<file path="src/rdm_pkg.sv">
// ----------------------------------------------------------------------------
// rdm_pkg
// Shared types and constants for the ring DFT magnitude block.
// ----------------------------------------------------------------------------
package rdm_pkg;

    localparam int CFG_W      = 11;
    localparam int PIX_W      = 8;
    localparam int POS_W      = 10;
    localparam int MAX_HEIGHT = 1024;
    localparam int NBINS      = 5;
    localparam int COS45_Q16  = 46341;

    // re/im components in Q16: A*65536 + B*46341, A,B within +-2040
    localparam int AB_W   = 13;
    localparam int Q_W    = 31;
    localparam int SQ_W   = 62;
    localparam int ROOT_W = 31;

    localparam logic [0:0] CFG_WIDTH  = 1'b0;
    localparam logic [0:0] CFG_HEIGHT = 1'b1;

    // classified request handed from front to back
    typedef struct packed {
        logic [PIX_W-1:0] x0, x1, x2, x3, x4, x5, x6, x7;
        logic [POS_W-1:0] cx;
        logic [POS_W-1:0] cy;
        logic             last;
    } rdm_req_t;

    typedef enum logic [1:0] {
        SQ_IDLE,
        SQ_LOAD,
        SQ_RUN,
        SQ_DONE
    } rdm_state_t;

endpackage

</file>
<file path="src/rdm_fifo.sv">
// ----------------------------------------------------------------------------
// rdm_fifo
// Short queue between the window front and the DFT back end.
// ----------------------------------------------------------------------------
module rdm_fifo
    import rdm_pkg::*;
(
    input  logic     aclk,
    input  logic     aresetn,
    input  logic     wr_valid,
    output logic     wr_ready,
    input  rdm_req_t wr_data,
    output logic     rd_valid,
    input  logic     rd_ready,
    output rdm_req_t rd_data
);
    rdm_req_t    q_reg [4];
    logic [1:0]  wp_reg, rp_reg;
    logic [2:0]  cnt_reg;
    logic        wr, rd;

    assign wr_ready = cnt_reg != 3'd4;
    assign rd_valid = cnt_reg != 3'd0;
    assign rd_data  = q_reg[rp_reg];
    assign wr = wr_valid && wr_ready;
    assign rd = rd_valid && rd_ready;

    always_ff @(posedge aclk) begin
        if (!aresetn) begin
            wp_reg  <= '0;
            rp_reg  <= '0;
            cnt_reg <= '0;
        end else begin
            if (wr) wp_reg <= wp_reg + 2'd1;
            if (rd) rp_reg <= rp_reg + 2'd1;
            cnt_reg <= cnt_reg + {2'b0, wr} - {2'b0, rd};
        end
    end

    always_ff @(posedge aclk) begin
        if (wr) q_reg[wp_reg] <= wr_data;
    end
endmodule

</file>
<file path="config.mk">
export PLATFORM = sky130hd
export DESIGN_NAME = rdm_fifo
export DESIGN_NICKNAME = d
export VERILOG_FILES = /design/src/rdm_pkg.sv /design/src/rdm_fifo.sv
export SDC_FILE = /design/constraint.sdc
export NUM_CORES = 1
export LEC_CHECK = 0
export ABC_AREA = 1
export BUFFER_PORTS_ARGS = -buffer_cell sky130_fd_sc_hd__buf_2
export CAP_MARGIN = 20
export CORE_ASPECT_RATIO = 1.1
export CORE_MARGIN = 4
export CORE_UTILIZATION = 57
export CTS_CLUSTER_SIZE = 40
export DETAILED_ROUTE_END_ITERATION = 7
export GPL_TIMING_DRIVEN = 1
export PLACE_DENSITY = 0.79
export REMOVE_ABC_BUFFERS = 1
export SLEW_MARGIN = 20
export SYNTH_ARGS = -nofsm -noshare
export SYNTH_HDL_FRONTEND = slang
export SYNTH_SLANG_ARGS = --single-unit
</file>
<file path="constraint.sdc">
create_clock -name aclk -period 7.3 [get_ports aclk]
set_clock_uncertainty 0.2 [all_clocks]
set_input_delay 1.46 -clock aclk [delete_from_list [all_inputs] [get_ports aclk]]
set_output_delay 1.46 -clock aclk [all_outputs]
set_load 0.01 [all_outputs]
</file>
==> impl_metrics.sql <==
INSERT INTO impl_metrics (metric_group, metric, value, unit) VALUES
('hold_path', 'min_path_type', 'flop to flop', ''),
('worst_setup_path', 'timing.critical_path.required', '5640', 'ps'),
('clocking', 'cts_setup_buffers', '0', ''),
('routing', 'viasPerCell', '5.730', ''),
('global_route', 'grt_overflow', '0', ''),
('routing', 'dr.pass1.iters', '5', ''),
('synth', 'post_syn_area_per_cell', '14.70', 'µm²'),
('synth', 'yosys-top-cells-area', 'sky130_fd_sc_hd__edfxtp_1 78%, sky130_fd_sc_hd__o21ai_0 5.7%, sky130_fd_sc_hd__nor2_1 5.2%', ''),
('worst_setup_path', 'cp-start-kind', 'flop', ''),
('timing', 'worst_pin_slew', '1062', 'ps'),
('worst_setup_path', 'timing.critical_path.max_delay_family', 'buffers and inverters', ''),
('routing', 'post_drt_wl_per_cell', '19.74', 'µm'),
('worst_setup_path', 'critical_path.reg2reg.startpoint', 'cnt_reg[1]', ''),
('timing', 'fin_crit_sh', '65.01', '%'),
('floorplanning', 'floorplan.initialDensity', '58.42', '%'),
('placed_design', 'io_buffers', '175', ''),
('clocking', 'tritoncts_clock_tree', 'yes', ''),
('finish', 'antenna-diode-count', '0', ''),
('synth', 'synth-seq-cells', '349', ''),
('hold_path', 'hold_end', 'rp_reg[0]', ''),
('worst_setup_path', 'timing.critical_path.cells', 'buf_4 -> inv_2 -> buf_4 -> o21ai_0 -> o22ai_1 -> buf_2', ''),
('power', 'leakage', '5.345', 'nW'),
('finish', 'finalCoreUtilization', '68.01', '%'),
('placed_design', 'routability_congestion_estimate_from_global_placement', '0.7840', ''),
('timing', 'rsz0062_at_grt', 'false', ''),
('finish', 'num-fill-cells', '1485', ''),
('timing', 'fmax', '0.2107', 'GHz'),
('clocking', 'post_cts.resized_instances', '0', ''),
('clocking', 'clock_transition_at_the_registers_of_the_reported_paths', '60', 'ps'),
('worst_setup_path', 'r2r.worst_path.cells', '5', ''),
('floorplanning', 'die-width', '152.2', 'µm'),
('floorplanning', 'floorplan.die_area', '0.02536', 'mm²'),
('finish', 'final_layout_size_suffix_gt1_share', '22.66', '%'),
('run', 'cap_violations', '0', ''),
('worst_setup_path', 'cp.arrival', '3090', 'ps'),
('global_route', 'first_global_vias', '7596', ''),
('worst_setup_path', 'worst_r2r_endpoint', 'q_reg[0][32]', ''),
('run_status', 'status', 'completed', ''),
('timing', 'setup-violations-final', '0', ''),
('synth', 'seq_area_frac_synth', '79.68', '%'),
('global_route', 'grt_first_pass_wirelength', '41560', 'µm'),
('synth', 'post-synth-top-area-cell', 'sky130_fd_sc_hd__edfxtp_1', ''),
('floorplanning', 'pin_count', '176', ''),
('clocking', 'clock_path_buffers', '3', ''),
('routing', 'drtAntennaViolNets', '0', ''),
('floorplanning', 'die_h', '166.6', 'µm'),
('worst_setup_path', 'setup.worst_path.end_class', 'primary output', ''),
('timing', 'hold-worst-slack', '292.9', 'ps'),
('hold_path', 'min_path_cells', '2', ''),
('worst_setup_path', 'timing.critical_path.fanout_max', '86', ''),
('synth', 'synthesis.instances', '887', ''),
('worst_setup_path', 'delay_contributed_by_the_slowest_stage_of_the_critical_path', '590', 'ps'),
('timing', 'finalWorstPathRequiredPeriod', '4746', 'ps'),
('power', 'powerDensity', '352.5', 'mW/mm²'),
('synth', 'yosys.area.top_type_share', '78.30', '%'),
('worst_setup_path', 'critical_path_cell_count', '6', ''),
('floorplanning', 'core-area', '0.02232', 'mm²'),
('clocking', 'cts.sink_count', '349', ''),
('timing', 'final.setup.tns', '0', 'ps'),
('clocking', 'ctsRootBufferMaster', 'sky130_fd_sc_hd__clkbuf_16', ''),
('clocking', 'worst_skew_pair.late_latency', '490', 'ps'),
('global_route', 'grt_max_degree', '116', ''),
('clocking', 'cts-htree-levels', '2', ''),
('finish', 'nNetsFinal', '1148', ''),
('worst_setup_path', 'worst_path_buf_inv', '4', ''),
('routing', 'drt_wl_total', '27080', 'µm'),
('worst_setup_path', 'crit_slowest_cell', 'sky130_fd_sc_hd__buf_4', ''),
('clocking', 'cts_hold_repair.buffers', '0', ''),
('synth', 'ys_types', '20', ''),
('timing', 'report.final.slew_viol_count', '0', ''),
('finish', 'area_delta_synth_final', '16.43', '%');
## logic make-up (layout without fill, tap and decap cells)
| group | count (synthesis) | after routing | share of synthesized area, % |
|---|---|---|---|
| AO/OA/AOI/OAI | 262 | 262 | 10.91 |
| adder cells (fa/ha/maj) | 7 | 7 | 0.7292 |
| buffers and inverters | 71 | 261 | 2.955 |
| flip-flops | 349 | 349 | 79.68 |
| AND/OR/NAND/NOR | 198 | 198 | 5.728 |
## worst reg2reg max path, stage by stage, from the launching register on
cell and delay, ps:
sky130_fd_sc_hd__dfxtp_1 400, sky130_fd_sc_hd__nor2_1 100, sky130_fd_sc_hd__nand2_1 170, sky130_fd_sc_hd__nand2_1 290
sky130_fd_sc_hd__nor2_4 780, sky130_fd_sc_hd__buf_4 800
## worst max-delay path by stage
stage             endpoint
3_3_place_gp   rd_data[63]
5_1_grt        rd_data[40]
3_5_place_dp   rd_data[15]
2_1_floorplan   rd_data[0]
4_1_cts        rd_data[15]
6_report       rd_data[40]
## placed cells by master, fill, tap and decap left out, types with 6 or more instances in the layout
master                        n
sky130_fd_sc_hd__o22ai_1     85
sky130_fd_sc_hd__buf_4        8
sky130_fd_sc_hd__clkinv_2    10
sky130_fd_sc_hd__edfxtp_1   340
sky130_fd_sc_hd__o21ai_0    148
sky130_fd_sc_hd__nor2_1     178
sky130_fd_sc_hd__nand2_1     13
sky130_fd_sc_hd__o21ai_1     23
sky130_fd_sc_hd__buf_2      175
sky130_fd_sc_hd__inv_1       14
sky130_fd_sc_hd__clkbuf_16   37
sky130_fd_sc_hd__dfxtp_1      7
sky130_fd_sc_hd__ha_1         6
## power by group
group          internal [W]  leakage (nW)  total [W]  switching (W)
sequential          0.00244          3.19    0.00252      0.0000790
clock               0.00102         0.557    0.00170       0.000685
combinational      0.000354          1.60    0.00112       0.000771
total               0.00382          5.34    0.00535        0.00153
## through the flow
step,instance area [µm²],cells,total power [W],setup slack (ps)
final,15180,1372,0.005351,2554
after global routing,15180,1372,0.005622,2313
after CTS,15180,1372,0.005396,2494
after detailed placement,14060,1311,0.003699,3034
after global placement,14060,1311,0.003662,3100
after floorplan,12720,832,0.003210,1121
## Yosys cell counts, drive strengths merged
cell type	instances
nand2	13
clkbuf	38
edfxtp	340
buf	17
inv	16
ha	6
a21boi	2
nand3	3
o21ai	171
nor2	182
o22ai	85
dfxtp	9
a21oi	4
fa	1
## routing by layer
layer	vias up	part of all wire (%)	global-route usage, %	routed length [µm]
met3	46	7.2	5.502	1941
met1	3853	41	27.94	11090
met2	285	50	33.68	13490
met4	8	1.9	5.395	504
li1	3669	-	-	-
met5	-	0.21	0	56
## area by class of cell
| cell class | instances | area, µm² | area share, % |
|---|---|---|---|
| timing repair buffer | 184 | 947.2 | 6.239 |
| inverter | 16 | 65.06 | 0.4285 |
| sequential | 349 | 10400 | 68.47 |
| clock buffer | 45 | 985.9 | 6.494 |
| clock inverter | 16 | 125.1 | 0.8241 |
| multi-input combinational | 467 | 2295 | 15.11 |
| tap | 295 | 369.1 | 2.431 |
Note: power is estimated with default switching activity, not from simulation.
